$ cat src/hw/rtl/dcd_pkg.sv
// ----------------------------------------------------------------------------
// dcd_pkg
// Shared types, constants and calendar helpers for the day count to
// calendar date converter.
// ----------------------------------------------------------------------------
`default_nettype none

package dcd_pkg;

  // Calendar constants
  localparam logic [11:0] EpochYear    = 12'd1978;
  localparam logic [6:0]  EpochYearTwo = 7'd78;
  localparam logic [6:0]  LastTwoDigit = 7'd99;
  localparam logic [3:0]  FirstMonth   = 4'd1;
  localparam logic [3:0]  LastMonth    = 4'd12;
  localparam logic [8:0]  LeapYearLen  = 9'd366;
  localparam logic [8:0]  PlainYearLen = 9'd365;

  // Sequencer state codes
  localparam logic [1:0] StIdle  = 2'd0;
  localparam logic [1:0] StYear  = 2'd1;
  localparam logic [1:0] StMonth = 2'd2;
  localparam logic [1:0] StDone  = 2'd3;

  // One stamp handed to the core
  typedef struct packed {
    logic [15:0] day_count;
    logic [7:0]  hour_bcd;
    logic [7:0]  minute_bcd;
  } dcd_req_t;

  // One converted date from the core
  typedef struct packed {
    logic        stamp_valid;
    logic [3:0]  month_number;
    logic [4:0]  day_of_month;
    logic [11:0] year_full;
    logic [6:0]  year_two_digit;
    logic [7:0]  hour_out;
    logic [7:0]  minute_out;
  } dcd_rsp_t;

  // Leap rule: every fourth year, no century exception
  function automatic logic is_leap(input logic [11:0] year);
    return (year[1:0] == 2'b00);
  endfunction

  // Days in a month, February stretched in leap years
  function automatic logic [8:0] month_len(input logic [3:0] month, input logic leap);
    logic [8:0] len;
    unique case (month)
      4'd2:                      len = leap ? 9'd29 : 9'd28;
      4'd4, 4'd6, 4'd9, 4'd11:   len = 9'd30;
      default:                   len = 9'd31;
    endcase
    return len;
  endfunction

endpackage

`default_nettype wire

$ cat src/hw/rtl/dcd_if.sv
// ----------------------------------------------------------------------------
// dcd_if
// Valid/ready channel interfaces for stamps in and dates out.
// ----------------------------------------------------------------------------
`default_nettype none

// Input stamp channel
interface dcd_in_if;
  logic        valid;
  logic        ready;
  logic [15:0] day_count;
  logic [7:0]  hour_bcd;
  logic [7:0]  minute_bcd;

  modport source (output valid, day_count, hour_bcd, minute_bcd, input ready);
  modport sink   (input valid, day_count, hour_bcd, minute_bcd, output ready);
endinterface

// Output date channel
interface dcd_out_if;
  logic        valid;
  logic        ready;
  logic        stamp_valid;
  logic [3:0]  month_number;
  logic [4:0]  day_of_month;
  logic [11:0] year_full;
  logic [6:0]  year_two_digit;
  logic [7:0]  hour_out;
  logic [7:0]  minute_out;

  modport source (output valid, stamp_valid, month_number, day_of_month, year_full,
                  year_two_digit, hour_out, minute_out, input ready);
  modport sink   (input valid, stamp_valid, month_number, day_of_month, year_full,
                  year_two_digit, hour_out, minute_out, output ready);
endinterface

`default_nettype wire

$ cat src/hw/rtl/dcd_core.sv
// ----------------------------------------------------------------------------
// dcd_core
// Sequencer around one shared subtract/compare unit: strips whole years,
// then whole months, from the day count, one per cycle.
// ----------------------------------------------------------------------------
`default_nettype none

module dcd_core (
  input  wire logic            clk_i,
  input  wire logic            rst_ni,
  input  wire logic            req_valid_i,
  input  wire dcd_pkg::dcd_req_t req_i,
  output logic                 req_ready_o,
  output logic                 rsp_valid_o,
  output dcd_pkg::dcd_rsp_t    rsp_o,
  input  wire logic            rsp_ready_i
);
  import dcd_pkg::*;

  logic [1:0]  state_q, state_d;
  logic        valid_q, valid_d;
  logic [15:0] n_q, n_d;
  logic [11:0] y_q, y_d;
  logic [6:0]  y2_q, y2_d;
  logic [3:0]  m_q, m_d;
  logic [7:0]  hr_q, hr_d;
  logic [7:0]  mn_q, mn_d;

  // Shared unit: length of current year or month, subtract and compare
  logic [8:0]  len;
  logic [16:0] diff;
  logic        gt;

  always_comb begin
    if (state_q == StYear) begin
      len = is_leap(y_q) ? LeapYearLen : PlainYearLen;
    end else begin
      len = month_len(m_q, is_leap(y_q));
    end
  end

  assign diff = {1'b0, n_q} - {8'd0, len};
  assign gt   = !diff[16] && (diff[15:0] != 16'd0);

  // Sequencer
  always_comb begin
    state_d = state_q;
    valid_d = valid_q;
    n_d     = n_q;
    y_d     = y_q;
    y2_d    = y2_q;
    m_d     = m_q;
    hr_d    = hr_q;
    mn_d    = mn_q;
    unique case (state_q)
      StIdle: begin
        if (req_valid_i) begin
          n_d     = req_i.day_count;
          y_d     = EpochYear;
          y2_d    = EpochYearTwo;
          m_d     = FirstMonth;
          hr_d    = req_i.hour_bcd;
          mn_d    = req_i.minute_bcd;
          valid_d = (req_i.day_count != 16'd0);
          state_d = (req_i.day_count != 16'd0) ? StYear : StDone;
        end
      end
      StYear: begin
        if (gt) begin
          n_d  = diff[15:0];
          y_d  = y_q + 12'd1;
          y2_d = (y2_q == LastTwoDigit) ? 7'd0 : y2_q + 7'd1;
        end else begin
          state_d = StMonth;
        end
      end
      StMonth: begin
        if ((m_q != LastMonth) && gt) begin
          n_d = diff[15:0];
          m_d = m_q + 4'd1;
        end else begin
          state_d = StDone;
        end
      end
      StDone: begin
        if (rsp_ready_i) begin
          state_d = StIdle;
        end
      end
      default: state_d = StIdle;
    endcase
  end

  // Control state under reset, payload free running
  always_ff @(posedge clk_i or negedge rst_ni) begin
    if (!rst_ni) begin
      state_q <= StIdle;
      valid_q <= 1'b0;
    end else begin
      state_q <= state_d;
      valid_q <= valid_d;
    end
  end

  always_ff @(posedge clk_i) begin
    n_q  <= n_d;
    y_q  <= y_d;
    y2_q <= y2_d;
    m_q  <= m_d;
    hr_q <= hr_d;
    mn_q <= mn_d;
  end

  // Result; a blank stamp reads as zero date fields
  assign req_ready_o = (state_q == StIdle);
  assign rsp_valid_o = (state_q == StDone);

  always_comb begin
    rsp_o.stamp_valid    = valid_q;
    rsp_o.month_number   = valid_q ? m_q : 4'd0;
    rsp_o.day_of_month   = valid_q ? n_q[4:0] : 5'd0;
    rsp_o.year_full      = valid_q ? y_q : 12'd0;
    rsp_o.year_two_digit = valid_q ? y2_q : 7'd0;
    rsp_o.hour_out       = hr_q;
    rsp_o.minute_out     = mn_q;
  end

endmodule

`default_nettype wire

$ cat src/hw/rtl/day_count_to_calendar_date_top.sv
// ----------------------------------------------------------------------------
// day_count_to_calendar_date_top
// Directory time stamp to calendar date converter, top level.
// ----------------------------------------------------------------------------
// Takes a 16-bit day count (day 1 = 1 Jan 1978, 0 = blank stamp) with BCD
// hour and minute bytes and returns month, day, four-digit year, year modulo
// 100 and the copied time bytes; leap years are every fourth year with no
// century rule. The single subtract/compare unit removes one year or one
// month per cycle. The input is not ready while a stamp converts; a finished
// date sits in an output register, so the next stamp can be taken while it
// waits.
`default_nettype none

module day_count_to_calendar_date_top (
  input  wire logic  clk_i,
  input  wire logic  rst_ni,
  dcd_in_if.sink     in_i,
  dcd_out_if.source  out_o
);
  import dcd_pkg::*;

  dcd_req_t req;
  dcd_rsp_t rsp;
  logic     rsp_valid;
  logic     rsp_ready;

  logic     out_valid_q;
  dcd_rsp_t out_q;

  assign req.day_count  = in_i.day_count;
  assign req.hour_bcd   = in_i.hour_bcd;
  assign req.minute_bcd = in_i.minute_bcd;

  dcd_core u_core (
    .clk_i       (clk_i),
    .rst_ni      (rst_ni),
    .req_valid_i (in_i.valid),
    .req_i       (req),
    .req_ready_o (in_i.ready),
    .rsp_valid_o (rsp_valid),
    .rsp_o       (rsp),
    .rsp_ready_i (rsp_ready)
  );

  // Output register: refill when empty or when the held date transfers
  assign rsp_ready = !out_valid_q || out_o.ready;

  always_ff @(posedge clk_i or negedge rst_ni) begin
    if (!rst_ni) begin
      out_valid_q <= 1'b0;
    end else if (rsp_ready) begin
      out_valid_q <= rsp_valid;
    end
  end

  always_ff @(posedge clk_i) begin
    if (rsp_ready && rsp_valid) begin
      out_q <= rsp;
    end
  end

  assign out_o.valid          = out_valid_q;
  assign out_o.stamp_valid    = out_q.stamp_valid;
  assign out_o.month_number   = out_q.month_number;
  assign out_o.day_of_month   = out_q.day_of_month;
  assign out_o.year_full      = out_q.year_full;
  assign out_o.year_two_digit = out_q.year_two_digit;
  assign out_o.hour_out       = out_q.hour_out;
  assign out_o.minute_out     = out_q.minute_out;

endmodule

`default_nettype wire

$ cat src/flat_wrapper.sv
// flat-port wrapper written by rule: the top's interface ports become plain ports
module day_count_to_calendar_date_top_flat import dcd_pkg::*;
  (clk_i, rst_ni, in_i_valid, in_i_day_count, in_i_hour_bcd, in_i_minute_bcd, in_i_ready, out_o_valid, out_o_stamp_valid, out_o_month_number, out_o_day_of_month, out_o_year_full, out_o_year_two_digit, out_o_hour_out, out_o_minute_out, out_o_ready);
  dcd_in_if in_i_i ();
  dcd_out_if out_o_i ();
  input  wire logic clk_i;
  input  wire logic rst_ni;
  input wire logic [$bits(in_i_i.valid)-1:0] in_i_valid;
  input wire logic [$bits(in_i_i.day_count)-1:0] in_i_day_count;
  input wire logic [$bits(in_i_i.hour_bcd)-1:0] in_i_hour_bcd;
  input wire logic [$bits(in_i_i.minute_bcd)-1:0] in_i_minute_bcd;
  output wire logic [$bits(in_i_i.ready)-1:0] in_i_ready;
  output wire logic [$bits(out_o_i.valid)-1:0] out_o_valid;
  output wire logic [$bits(out_o_i.stamp_valid)-1:0] out_o_stamp_valid;
  output wire logic [$bits(out_o_i.month_number)-1:0] out_o_month_number;
  output wire logic [$bits(out_o_i.day_of_month)-1:0] out_o_day_of_month;
  output wire logic [$bits(out_o_i.year_full)-1:0] out_o_year_full;
  output wire logic [$bits(out_o_i.year_two_digit)-1:0] out_o_year_two_digit;
  output wire logic [$bits(out_o_i.hour_out)-1:0] out_o_hour_out;
  output wire logic [$bits(out_o_i.minute_out)-1:0] out_o_minute_out;
  input wire logic [$bits(out_o_i.ready)-1:0] out_o_ready;
  assign in_i_i.valid = in_i_valid;
  assign in_i_i.day_count = in_i_day_count;
  assign in_i_i.hour_bcd = in_i_hour_bcd;
  assign in_i_i.minute_bcd = in_i_minute_bcd;
  assign in_i_ready = in_i_i.ready;
  assign out_o_valid = out_o_i.valid;
  assign out_o_stamp_valid = out_o_i.stamp_valid;
  assign out_o_month_number = out_o_i.month_number;
  assign out_o_day_of_month = out_o_i.day_of_month;
  assign out_o_year_full = out_o_i.year_full;
  assign out_o_year_two_digit = out_o_i.year_two_digit;
  assign out_o_hour_out = out_o_i.hour_out;
  assign out_o_minute_out = out_o_i.minute_out;
  assign out_o_i.ready = out_o_ready;
  day_count_to_calendar_date_top u_core (.clk_i(clk_i), .rst_ni(rst_ni), .in_i(in_i_i), .out_o(out_o_i));
endmodule
$ cat config.mk
export PLATFORM = sky130hd
export DESIGN_NAME = day_count_to_calendar_date_top_flat
export DESIGN_NICKNAME = d
export VERILOG_FILES = /design/src/hw/rtl/dcd_pkg.sv /design/src/hw/rtl/dcd_if.sv /design/src/hw/rtl/dcd_core.sv /design/src/hw/rtl/day_count_to_calendar_date_top.sv /design/src/flat_wrapper.sv
export SDC_FILE = /design/constraint.sdc
export NUM_CORES = 1
export LEC_CHECK = 0
export BUFFER_PORTS_ARGS = -buffer_cell sky130_fd_sc_hd__clkbuf_2
export CORE_ASPECT_RATIO = 1.75
export CORE_UTILIZATION = 55
export CTS_CLUSTER_SIZE = 30
export DETAILED_ROUTE_END_ITERATION = 16
export GPL_ROUTABILITY_DRIVEN = 0
export PLACE_DENSITY = 0.78
export SYNTH_ARGS = -nofsm -noshare
export SYNTH_HDL_FRONTEND = slang
export SYNTH_HIERARCHICAL = 1
export SYNTH_SLANG_ARGS = --single-unit
$ cat constraint.sdc
create_clock -name clk_i -period 4.9 [get_ports clk_i]
set_input_delay 0.245 -clock clk_i [delete_from_list [all_inputs] [get_ports clk_i]]
set_output_delay 0.245 -clock clk_i [all_outputs]
set_load 0.03 [all_outputs]
==> flow_metrics.tcl, run 1 <==
set metrics [dict create \
    p_leak_nw 2.22 \
    netlist.area_leader.share 0.598 \
    grt_max_degree 46 \
    fin_setup_tns_ns 0 \
    insertion_delay_ns 0.35 \
    regToRegStartpoint "u_core/u_core/state_q[1]$_DFFE_PN0P_" \
    ios 83 \
    avgSynthCellArea_um2 12.8 \
    nNetsFinal 531 \
    start_util 0.572 \
    yosysTopAreaCell "edfxtp_1" \
    vias 3267 \
    grt_antenna_before_repair 0 \
    remaining_drc_errors 0 \
    hold_class "input port to flop" \
    async_flop_share 0.0385 \
    start_kind "flop" \
    rsz0062_at_grt "no" \
    status "finished, final reports clean" \
    drive_gt1_frac 0.259 \
    synth_top_family_by_area "simple AND/OR/NAND/NOR gates" \
    synth_xor_area_frac 0.0471 \
    netlist-cell-type-count 62 \
    synth_most_common_cell "edfxtp_1" \
    path_clk_slew_ns 0.07 \
    cts_root_buf "clkbuf_16" \
    holdPathEnd "u_core/u_core/mn_q[1]$_DFFE_PP_" \
    post_synth_and_or_nand_nor_area_fraction 0.174 \
    muxShareOfSynthArea 0.0234 \
    grt_pass1_vias 3292 \
    synth_commonest_cells "100 x edfxtp_1, 37 x nor2_1, 31 x and2_1, 20 x nand2_1, 19 x xor2_1" \
    synth_compound_area_frac 0.0693 \
    drt_first_iter_violations 173 \
    fmax_ghz 0.244 \
    clock_tree.buffer_depth 2 \
    cellPowerDensity_nw_per_um2 750 \
    cts_buffers 9 \
    synth-edff-count 100 \
    rows 45 \
    coreArea_um2 8780 \
    final.min_clock_period_ns 4.10 \
    area.growth.synth_to_final_pct 16.7 \
    first_pass_iters 4 \
    end_kind "flop" \
    grt_usage 0.214 \
    hold-path-cell-count 1 \
    report.final.hold_viol_count 0 \
    critPathKind "flop to flop" \
    dp_hpwl_um 6940 \
    avgViaCountPerCell 5.45 \
    arrival_ns 4.19 \
    synth_flop_cell "edfxtp_1" \
    rrSetupSlack_ns 0.80 \
    syn_nets 446 \
    min_from "in_i_minute_bcd[1]" \
    clock_skew_ns 0.00542 \
    worstPathRequired_ns 4.99 \
    synth_cells 392 \
    grt_pass1_wl_um 14900 \
    ctsHoldBuffers 1 \
    preCtsSetupSlack_ns 0.859 \
    seq_area_frac_synth 0.618 \
    vdd_ir_drop_max_v 0.000435 \
    critPathLaunch "u_core/u_core/state_q[1]$_DFFE_PN0P_" \
    netlist_area_um2 5020 \
    io_buffer_count 82 \
    fin_crit_sh 0.837 \
    cp_max_fo 19 \
    relSlewSlack 0.456 \
    maxCapViolations 0 \
    avgRoutedWirePerCell_um 15.4 \
    synthTopCellsByArea "edfxtp_1 60%, ha_1 4.2%, and2_1 3.9%" \
    setup_violations 0 \
    cts_resized 0 \
    ys_warn_count 6 \
    postRouteAntennaNets 0 \
    cts_htree_levels 3 \
    cts_tree "yes" \
    synth-adder-area-share 0.0463 \
    finalPower_mw 4.40 \
    worst-slew-pin-transition_ns 0.816 \
    timing.final.ws_setup_ns 0.799 \
    routed_wl_um 9230 \
    ys_seq_elements 104 \
    die_h_um 128 \
    insertedDiodeCount 0 \
    die_x_um 74.2 \
    rr_worst_depth 13 \
    die_area_um2 9530 \
    timing.hold.ws_ns 0.0654 \
    post_cts.repair.setup_buffers 0 \
    cts_sinks 104 \
    timing.rr.end "u_core/u_core/y_q[7]$_SDFFCE_PN1P_" \
    overflow 0 \
    final_max_slew_viol_count 0 \
]
[sequential cells by signal (all words and copies together) (netlist names), 2 cells and up]
name / flops
u_core/u_core/state_q: 2
u_core/u_core/y2_q: 7
u_core/u_core/y_q: 12
u_core/out_o.day_of_month: 5
u_core/out_o.month_number: 4
u_core/out_o.minute_out: 8
u_core/u_core/m_q: 4
u_core/out_o.year_full: 12
u_core/out_o.year_two_digit: 7
u_core/u_core/mn_q: 8
u_core/u_core/n_q: 16
u_core/u_core/hr_q: 8
u_core/out_o.hour_out: 8
[how the worst max path moves through the flow]
stage / cells after the start / to / slack [ns]
4_1_cts: 13 / u_core/u_core/y_q[6]$_SDFFCE_PN0P_ / 0.83
6_report: 13 / u_core/u_core/y_q[7]$_SDFFCE_PN1P_ / 0.80
3_5_place_dp: 13 / u_core/u_core/y_q[6]$_SDFFCE_PN0P_ / 0.86
3_3_place_gp: 13 / u_core/u_core/n_q[2]$_DFFE_PP_ / 0.91
2_1_floorplan: 13 / u_core/u_core/y2_q[0]$_SDFFCE_PP0P_ / 0.78
5_1_grt: 13 / u_core/u_core/y_q[7]$_SDFFCE_PN1P_ / 0.55
[worst max-delay path, stage by stage, from the launching register on]
cell      delay [ns]
dfrtp_1         0.40
inv_1           0.10
ha_1            0.41
inv_1           0.31
ha_1            0.48
a21o_1          0.23
or4_1           0.47
o22ai_1         0.20
xnor2_1         0.20
nand4b_1        0.16
or3_4           0.41
a22oi_1         0.17
nor2_1          0.06
buf_4           0.23
[area by class of cell]
cell class                      count  area (um^2)
Sequential cell                   104         3100
Fill cell                         674         2920
Multi-Input combinational cell    260         1810
Timing Repair Buffer               86          443
Clock buffer                        9          225
Tap cell                          117          146
Clock inverter                      7         71.3
Inverter                           16         60.1
[per-stage QoR]
stage          area (um^2)  utilization  std cells
3_5_place_dp          5560        0.633        582
5_1_grt               5860        0.668        599
6_report              5860        0.668        599
3_3_place_gp          5560        0.633        582
2_1_floorplan         5020            -        392
4_1_cts               5860        0.668        599
[cell usage in the layout, fill, tap and decap left out, drive strengths merged, types with 3 or more instances in the layout]
| master | synthesis | layout |
|---|---|---|
| nor4 | 5 | 5 |
| o21ai | 10 | 10 |
| xor2 | 19 | 19 |
| nand2 | 20 | 20 |
| ha | 17 | 17 |
| or3 | 4 | 4 |
| clkbuf | 6 | 91 |
| xnor2 | 8 | 8 |
| mux2i | 5 | 5 |
| dfrtp | 4 | 4 |
| nand4 | 4 | 4 |
| buf | 6 | 3 |
| o21a | 3 | 3 |
| mux2 | 6 | 6 |
| a211oi | 3 | 3 |
| inv | 16 | 20 |
| or2 | 3 | 3 |
| and3 | 6 | 6 |
| and2 | 33 | 33 |
| edfxtp | 100 | 100 |
| nor2 | 37 | 37 |
| clkinv | 0 | 3 |
| a21oi | 13 | 13 |
| nand3 | 14 | 14 |
| nand2b | 9 | 9 |
| nor2b | 4 | 4 |
| nor3 | 9 | 9 |
[metal layers]
metal | track usage | vias up | share of wire
met4 | 0.114 | 0 | 0.020
met2 | 0.401 | 82 | 0.58
met5 | 0 | - | 0
met1 | 0.214 | 1573 | 0.36
li1 | - | 1597 | -
met3 | 0.0407 | 15 | 0.034
[report_power, final]
part           internal [mW]  switching (mW)
registers               1.46           0.215
logic                  0.796            1.24
clock network          0.359           0.328
[kinds of logic (layout without fill, tap and decap cells)]
group,after synthesis,in the layout
AOI/OAI and AO/OA,48,48
muxes,11,11
and+or+nand+nor,156,156
buffers and inverters,28,118
adders and majority gates,18,18
xor gates and xnor gates,27,27
DFF,104,104
(Power assumes the default switching activity.)
==> run 2: changes to the inputs <==
ABC_AREA = 1   (was unset)
clock period = 4.1 ns   (was 4.9 ns; I/O delays follow)
==> flow_metrics.tcl, run 2 <==
set metrics [dict create \
    vias 3787 \
    grt_usage 0.225 \
    start_kind "flop" \
    final_common_cell "nand2_1" \
    placed_area_um2 5590 \
    timing.final.ws_setup_ns 0.428 \
    seq_area_frac_synth 0.617 \
    mostFrequentLayoutCells "139 x nand2_1, 100 x edfxtp_1, 89 x inv_1" \
    relSlewSlack 0.377 \
    synth_compound_area_frac 0.0557 \
    avgSynthCellArea_um2 9.74 \
    remaining_drc_errors 0 \
    vdd_ir_drop_max_v 0.000507 \
    crit_path_frequent_cell "nand2_1" \
    cellPowerDensity_nw_per_um2 819 \
    synth_xor_area_frac 0.00174 \
    synth_commonest_cells "139 x nand2_1, 100 x edfxtp_1, 89 x inv_1, 42 x nor2_1, 28 x nand3_1" \
    avgViaCountPerCell 5.21 \
    worst-slew-pin-transition_ns 0.934 \
    seq_power_share 0.399 \
    post_synth_and_or_nand_nor_area_fraction 0.204 \
    synth_top_family_by_area "simple AND/OR/NAND/NOR gates" \
    worstPathRequired_ns 4.14 \
    insertion_delay_ns 0.35 \
    ys_warn_count 6 \
    rows 45 \
    timing.hold.ws_ns 0.0227 \
    end_kind "flop" \
    area.growth.synth_to_final_pct 17.8 \
    swShare 0.431 \
    nNetsFinal 659 \
    cpPeakStageDelay_ns 0.43 \
    grt_antenna_before_repair 0 \
    overflow 0 \
    cts_tree "yes" \
    yosysTopAreaCell "edfxtp_1" \
    synthTopCellsByArea "edfxtp_1 60%, nand2_1 10%, inv_1 6.6%" \
    synth_most_common_cell "nand2_1" \
    ys_seq_elements 104 \
    p_leak_nw 2.76 \
    status "finished, final reports clean" \
    avgRoutedWirePerCell_um 13.6 \
    cts_root_buf "clkbuf_16" \
    die_x_um 74.3 \
    largest_reg_flops 16 \
    crit_path_top_delay_cell "fa_1" \
    dp.cells 710 \
    hold_class "input port to flop" \
    async_flop_share 0.0385 \
    preCtsSetupSlack_ns 0.597 \
    netlist-cell-type-count 28 \
    drive_gt1_frac 0.193 \
    clock_skew_ns 0.00751 \
    maxCapViolations 0 \
    critPathKind "flop to flop" \
    ios 83 \
    final.min_clock_period_ns 3.67 \
    cp_max_fo 16 \
    synth-edff-count 100 \
    combPwrFrac 0.422 \
    die_area_um2 9540 \
    clock_tree.buffer_depth 2 \
    postRouteAntennaNets 0 \
    crit_chain "inv_1, ha_1, inv_1, a21oi_1, ha_1, fa_1, nor2_1, nand2_1, nand2_1, nand2_1, nand3_1, nand2_1, nand2_1, nor2_2, nand2_2, nand3_1, nand2_1, inv_1, nor3_2, buf_4" \
    synth_cells 516 \
    grt_max_degree 31 \
    muxShareOfSynthArea 0 \
    netlist.area_leader.share 0.597 \
    drt_first_iter_violations 221 \
    grt_pass1_wl_um 16000 \
    die_h_um 128 \
    fmax_ghz 0.272 \
    cts_resized 0 \
    syn_nets 570 \
    routed_wl_um 9920 \
    io_buffer_count 82 \
    netlist_area_um2 5030 \
    path_clk_slew_ns 0.08 \
    synth_flop_cell "edfxtp_1" \
    first_pass_iters 5 \
    setup_violations 0 \
    coreArea_um2 8780 \
    start_util 0.572 \
    final_max_slew_viol_count 0 \
    power.internal_mw 2.76 \
    grt_pass1_vias 3659 \
    arrival_ns 3.71 \
    insertedDiodeCount 0 \
    fin_setup_tns_ns 0 \
    post-route-cell-area_um2 5920 \
    p_clk_frac 0.180 \
    fin_crit_sh 0.896 \
    fin_cells 727 \
    cts_htree_levels 3 \
    report.final.hold_viol_count 0 \
    cts_sinks 104 \
    synth-adder-area-share 0.0463 \
    top_register "u_core/u_core/n_q" \
    rsz0062_at_grt "no" \
    p_sw_mw 2.09 \
    dp_hpwl_um 7480 \
    cts_buffers 9 \
]
## run 2: changes by cell type after synthesis, moves of 6 or more
cell	delta
a21oi_1	+6
xor2_1	-18
nand3_1	+14
nand2b_1	-8
inv_1	+73
and2_1	-31
and3_1	-6
xnor2_1	-8
nand2_1	+119
mux2_2	-6
o21ai_0	+13
## run 2: cell families after synthesis
group,after synthesis
flip-flops,104
adder cells (fa/ha/maj),18
XOR/XNOR,1
buffers and inverters,99
AND/OR/NAND/NOR,242
AO/OA/AOI/OAI,52
## run 2: timing repair
action / 4_1_cts / 5_1_grt
hold buffers: 1 / 0
hold endpoints to repair: 4 / 0
setup buffers: 0 / 0
## run 2: cell type report
| class | count | area [um^2] |
|---|---|---|
| flip-flops and latches | 104 | 3100 |
| repair buffers | 87 | 450 |
| well taps | 117 | 146 |
| clock buffers | 9 | 225 |
| inverters | 90 | 338 |
| multi-input cells | 313 | 1560 |
| clock inverters | 7 | 93.8 |
| fillers | 682 | 2860 |
## run 2: through the flow
stage	util	power, mW
finish	0.674	4.85
global route	0.674	5.22
CTS	0.674	4.85
detailed placement	0.637	3.97
global placement	0.637	3.89
floorplan	-	3.43
## run 2: critical path: cells and delay by family, from the launching register on
family	cells	cell delay [ns]
buf+inv	4	0.82
compound gates	1	0.17
flops	1	0.41
fa+ha+maj	3	0.86
simple gates	12	1.11
## run 2: path summary, 6_finish.rpt
check	from	slack [ns]	depth (start not counted)	endpoint
max	u_core/u_core/state_q[1]$_DFFE_PN0P_	0.43	20	u_core/u_core/n_q[13]$_DFFE_PP_
min	in_i_hour_bcd[0]	0.02	1	u_core/u_core/hr_q[0]$_DFFE_PP_
max reg2reg	u_core/u_core/state_q[1]$_DFFE_PN0P_	0.43	20	u_core/u_core/n_q[13]$_DFFE_PP_
min reg2reg	u_core/u_core/mn_q[5]$_DFFE_PP_	0.42	0	u_core/out_o.minute_out[5]$_DFFE_PP_
max in group asynchronous	rst_ni	3.77	2	u_core/out_o.valid$_DFFE_PN0P_
min in group asynchronous	rst_ni	0.20	2	u_core/u_core/state_q[0]$_DFFE_PN0P_
## run 2: layer usage
metal  share of wire  GRT usage  wire length, um
met5               0          0                0
met4           0.036      0.121              356
met1            0.37      0.231             3630
met2            0.55      0.411             5470
met3           0.047     0.0470              463
## run 2: power by group through the flow
| stage | clock network [mW] | registers (mW) | logic [mW] |
|---|---|---|---|
| after floorplan | 0 | 2.03 | 1.40 |
| after global placement | 0 | 1.93 | 1.96 |
| after detailed placement | 0 | 1.95 | 2.02 |
| after CTS | 0.887 | 1.93 | 2.04 |
| after global routing | 0.917 | 1.98 | 2.32 |
| final | 0.872 | 1.93 | 2.04 |
==> run 3: changes to the inputs <==
BUFFER_PORTS_ARGS = -buffer_cell sky130_fd_sc_hd__buf_4   (was -buffer_cell sky130_fd_sc_hd__clkbuf_2)
REMOVE_ABC_BUFFERS = 1   (was unset)
SYNTH_HIERARCHICAL = unset   (was 1)
==> flow_metrics.tcl, run 3 <==
set metrics [dict create \
    grt_pass1_wl_um 16700 \
    largest_reg_flops 16 \
    power.internal_mw 2.86 \
    synth_flop_cell "edfxtp_1" \
    start_util 0.571 \
    rsz0062_at_grt "no" \
    synth-edff-count 100 \
    regToRegStartpoint "u_core.u_core.m_q[0]$_SDFFCE_PN1P_" \
    mostFrequentLayoutCells "139 x nand2_1, 100 x edfxtp_1, 89 x inv_1" \
    status "finished, final reports clean" \
    yosysTopAreaCell "edfxtp_1" \
    avgViaCountPerCell 5.25 \
    final_common_cell "nand2_1" \
    synth_cells 514 \
    report.final.hold_viol_count 0 \
    p_leak_nw 2.83 \
    async_flop_share 0.0385 \
    p_clk_frac 0.177 \
    fin_crit_sh 0.835 \
    end_kind "flop" \
    cp_max_fo 19 \
    grt_antenna_before_repair 0 \
    cellPowerDensity_nw_per_um2 808 \
    area.growth.synth_to_final_pct 22.2 \
    cts_resized 0 \
    maxCapViolations 0 \
    swShare 0.422 \
    coreArea_um2 8780 \
    holdPathEnd "u_core.u_core.mn_q[6]$_DFFE_PP_" \
    netlist_area_um2 5020 \
    critPathKind "flop to flop" \
    cts_buffers 9 \
    grt_max_degree 46 \
    top_register "u_core.u_core.n_q" \
    fmax_ghz 0.292 \
    remaining_drc_errors 0 \
    arrival_ns 3.50 \
    hold-path-cell-count 1 \
    first_pass_iters 5 \
    clock_skew_ns 0.0122 \
    avgSynthCellArea_um2 9.76 \
    die_x_um 74.2 \
    synthTopCellsByArea "edfxtp_1 60%, nand2_1 10%, inv_1 6.7%" \
    die_area_um2 9530 \
    overflow 0 \
    preCtsSetupSlack_ns 0.711 \
    hold_class "input port to flop" \
    ys_seq_elements 104 \
    rr_worst_depth 19 \
    netlist.area_leader.share 0.598 \
    dp_hpwl_um 7720 \
    path_clk_slew_ns 0.08 \
    worst-slew-pin-transition_ns 0.944 \
    seq_power_share 0.392 \
    clock_tree.buffer_depth 2 \
    num-fill-cells 669 \
    nNetsFinal 660 \
    post_cts.repair.setup_buffers 0 \
    synth_most_common_cell "nand2_1" \
    vias 3819 \
    routed_wl_um 10300 \
    cts_root_buf "clkbuf_16" \
    cts_sinks 104 \
    grt_usage 0.235 \
    die_h_um 128 \
    seq_area_frac_synth 0.618 \
    timing.final.ws_setup_ns 0.676 \
    ios 83 \
    critPathLaunch "u_core.u_core.m_q[0]$_SDFFCE_PN1P_" \
    relSlewSlack 0.371 \
    netlist-cell-type-count 24 \
    worstPathRequired_ns 4.18 \
    ys_warn_count 0 \
    postRouteAntennaNets 0 \
    drt_first_iter_violations 204 \
    final_max_slew_viol_count 0 \
    timing.rr.end "u_core.u_core.y2_q[2]$_SDFFCE_PN1P_" \
    fin_setup_tns_ns 0 \
    setup_violations 0 \
    rows 45 \
    cts_tree "yes" \
    grt_pass1_vias 3730 \
    start_kind "flop" \
    combPwrFrac 0.431 \
    min_from "in_i_minute_bcd[6]" \
    vdd_ir_drop_max_v 0.000655 \
    synth_commonest_cells "139 x nand2_1, 100 x edfxtp_1, 89 x inv_1, 42 x nor2_1, 33 x nand3_1" \
    io_buffer_count 82 \
    drive_gt1_frac 0.190 \
    cts_htree_levels 3 \
    final.min_clock_period_ns 3.42 \
    insertion_delay_ns 0.35 \
    avgRoutedWirePerCell_um 14.2 \
    insertedDiodeCount 0 \
    p_sw_mw 2.09 \
    rrSetupSlack_ns 0.68 \
]
==> run 3: cell types whose count changed in the layout (fill, tap and decap cells not counted), sizes merged, moves of 3 or more <==
cell	delta
a21oi	-8
buf	+83
nand3	+4
clkbuf	-82
o21ai	-3
==> run 3: layer usage <==
metal | GRT usage | part of all wire | vias up
li1 | - | - | 1879
met3 | 0.0298 | 0.045 | 31
met5 | 0 | 0 | -
met1 | 0.252 | 0.36 | 1766
met2 | 0.435 | 0.56 | 143
met4 | 0.123 | 0.035 | 0
==> run 3: critical path, stage by stage, from the launching register on <==
cell	delay [ns]
edfxtp_1	0.48
inv_1	0.13
ha_1	0.17
nand3_1	0.09
o211ai_1	0.17
a21oi_1	0.09
ha_1	0.22
fa_1	0.53
nand2_1	0.06
nor2_1	0.11
nand3_1	0.08
nor2_1	0.09
nand2_1	0.05
nor2_1	0.09
nand2_1	0.10
nor2_2	0.12
nand2_2	0.08
a21oi_1	0.20
nor2_1	0.06
buf_4	0.22
==> run 3: area by class of cell <==
type,instances,area (um^2),share of cell area
Clock buffer,9,225,0.0367
Clock inverter,7,88.8,0.0145
Inverter,90,338,0.0551
Multi-Input combinational cell,313,1570,0.256
Sequential cell,104,3100,0.506
Tap cell,117,146,0.0239
Timing Repair Buffer,88,663,0.108
==> run 3: power by group through the flow <==
stage / clock [mW] / combinational, mW / sequential (mW)
3_5_place_dp: 0 / 2.10 / 1.96
2_1_floorplan: 0 / 1.34 / 2.05
3_3_place_gp: 0 / 2.04 / 1.94
5_1_grt: 0.920 / 2.41 / 1.98
4_1_cts: 0.889 / 2.13 / 1.94
6_report: 0.879 / 2.13 / 1.94
==> run 3: cells by family after synthesis <==
| logic type | count (synthesis) | synth area share |
|---|---|---|
| simple gates | 251 | 0.212 |
| buf+inv | 97 | 0.0726 |
| compound gates | 40 | 0.0434 |
| fa+ha+maj | 18 | 0.0464 |
| xor+xnor | 4 | 0.00698 |
| flops | 104 | 0.618 |
==> run 3: worst max-delay path by stage <==
stage	endpoint	cells after the start
CTS	u_core.u_core.n_q[3]$_DFFE_PP_	23
floorplan	u_core.u_core.n_q[0]$_DFFE_PP_	21
global route	u_core.u_core.y2_q[2]$_SDFFCE_PN1P_	18
finish	u_core.u_core.y2_q[2]$_SDFFCE_PN1P_	19
detailed placement	u_core.u_core.n_q[7]$_DFFE_PP_	23
global placement	u_core.u_core.y_q[11]$_SDFFCE_PN0P_	19
==> run 3: repair_timing <==
item | CTS | global route
endpoints found under the setup margin | 0 | 0
hold buffers | 1 | 0
hold endpoints to repair | 4 | 0
==> run 3: stage by stage <==
stage | std cells | total power [mW] | hold slack [ns] | cell area [um^2] | utilization
5_1_grt | 728 | 5.32 | 0.0274 | 6130 | 0.698
3_3_place_gp | 711 | 3.97 | 0.00681 | 5810 | 0.661
6_report | 728 | 4.95 | 0.0319 | 6130 | 0.698
2_1_floorplan | 507 | 3.39 | -0.0906 | 4990 | -
4_1_cts | 728 | 4.95 | 0.0227 | 6130 | 0.698
3_5_place_dp | 711 | 4.06 | 0.0101 | 5810 | 0.661
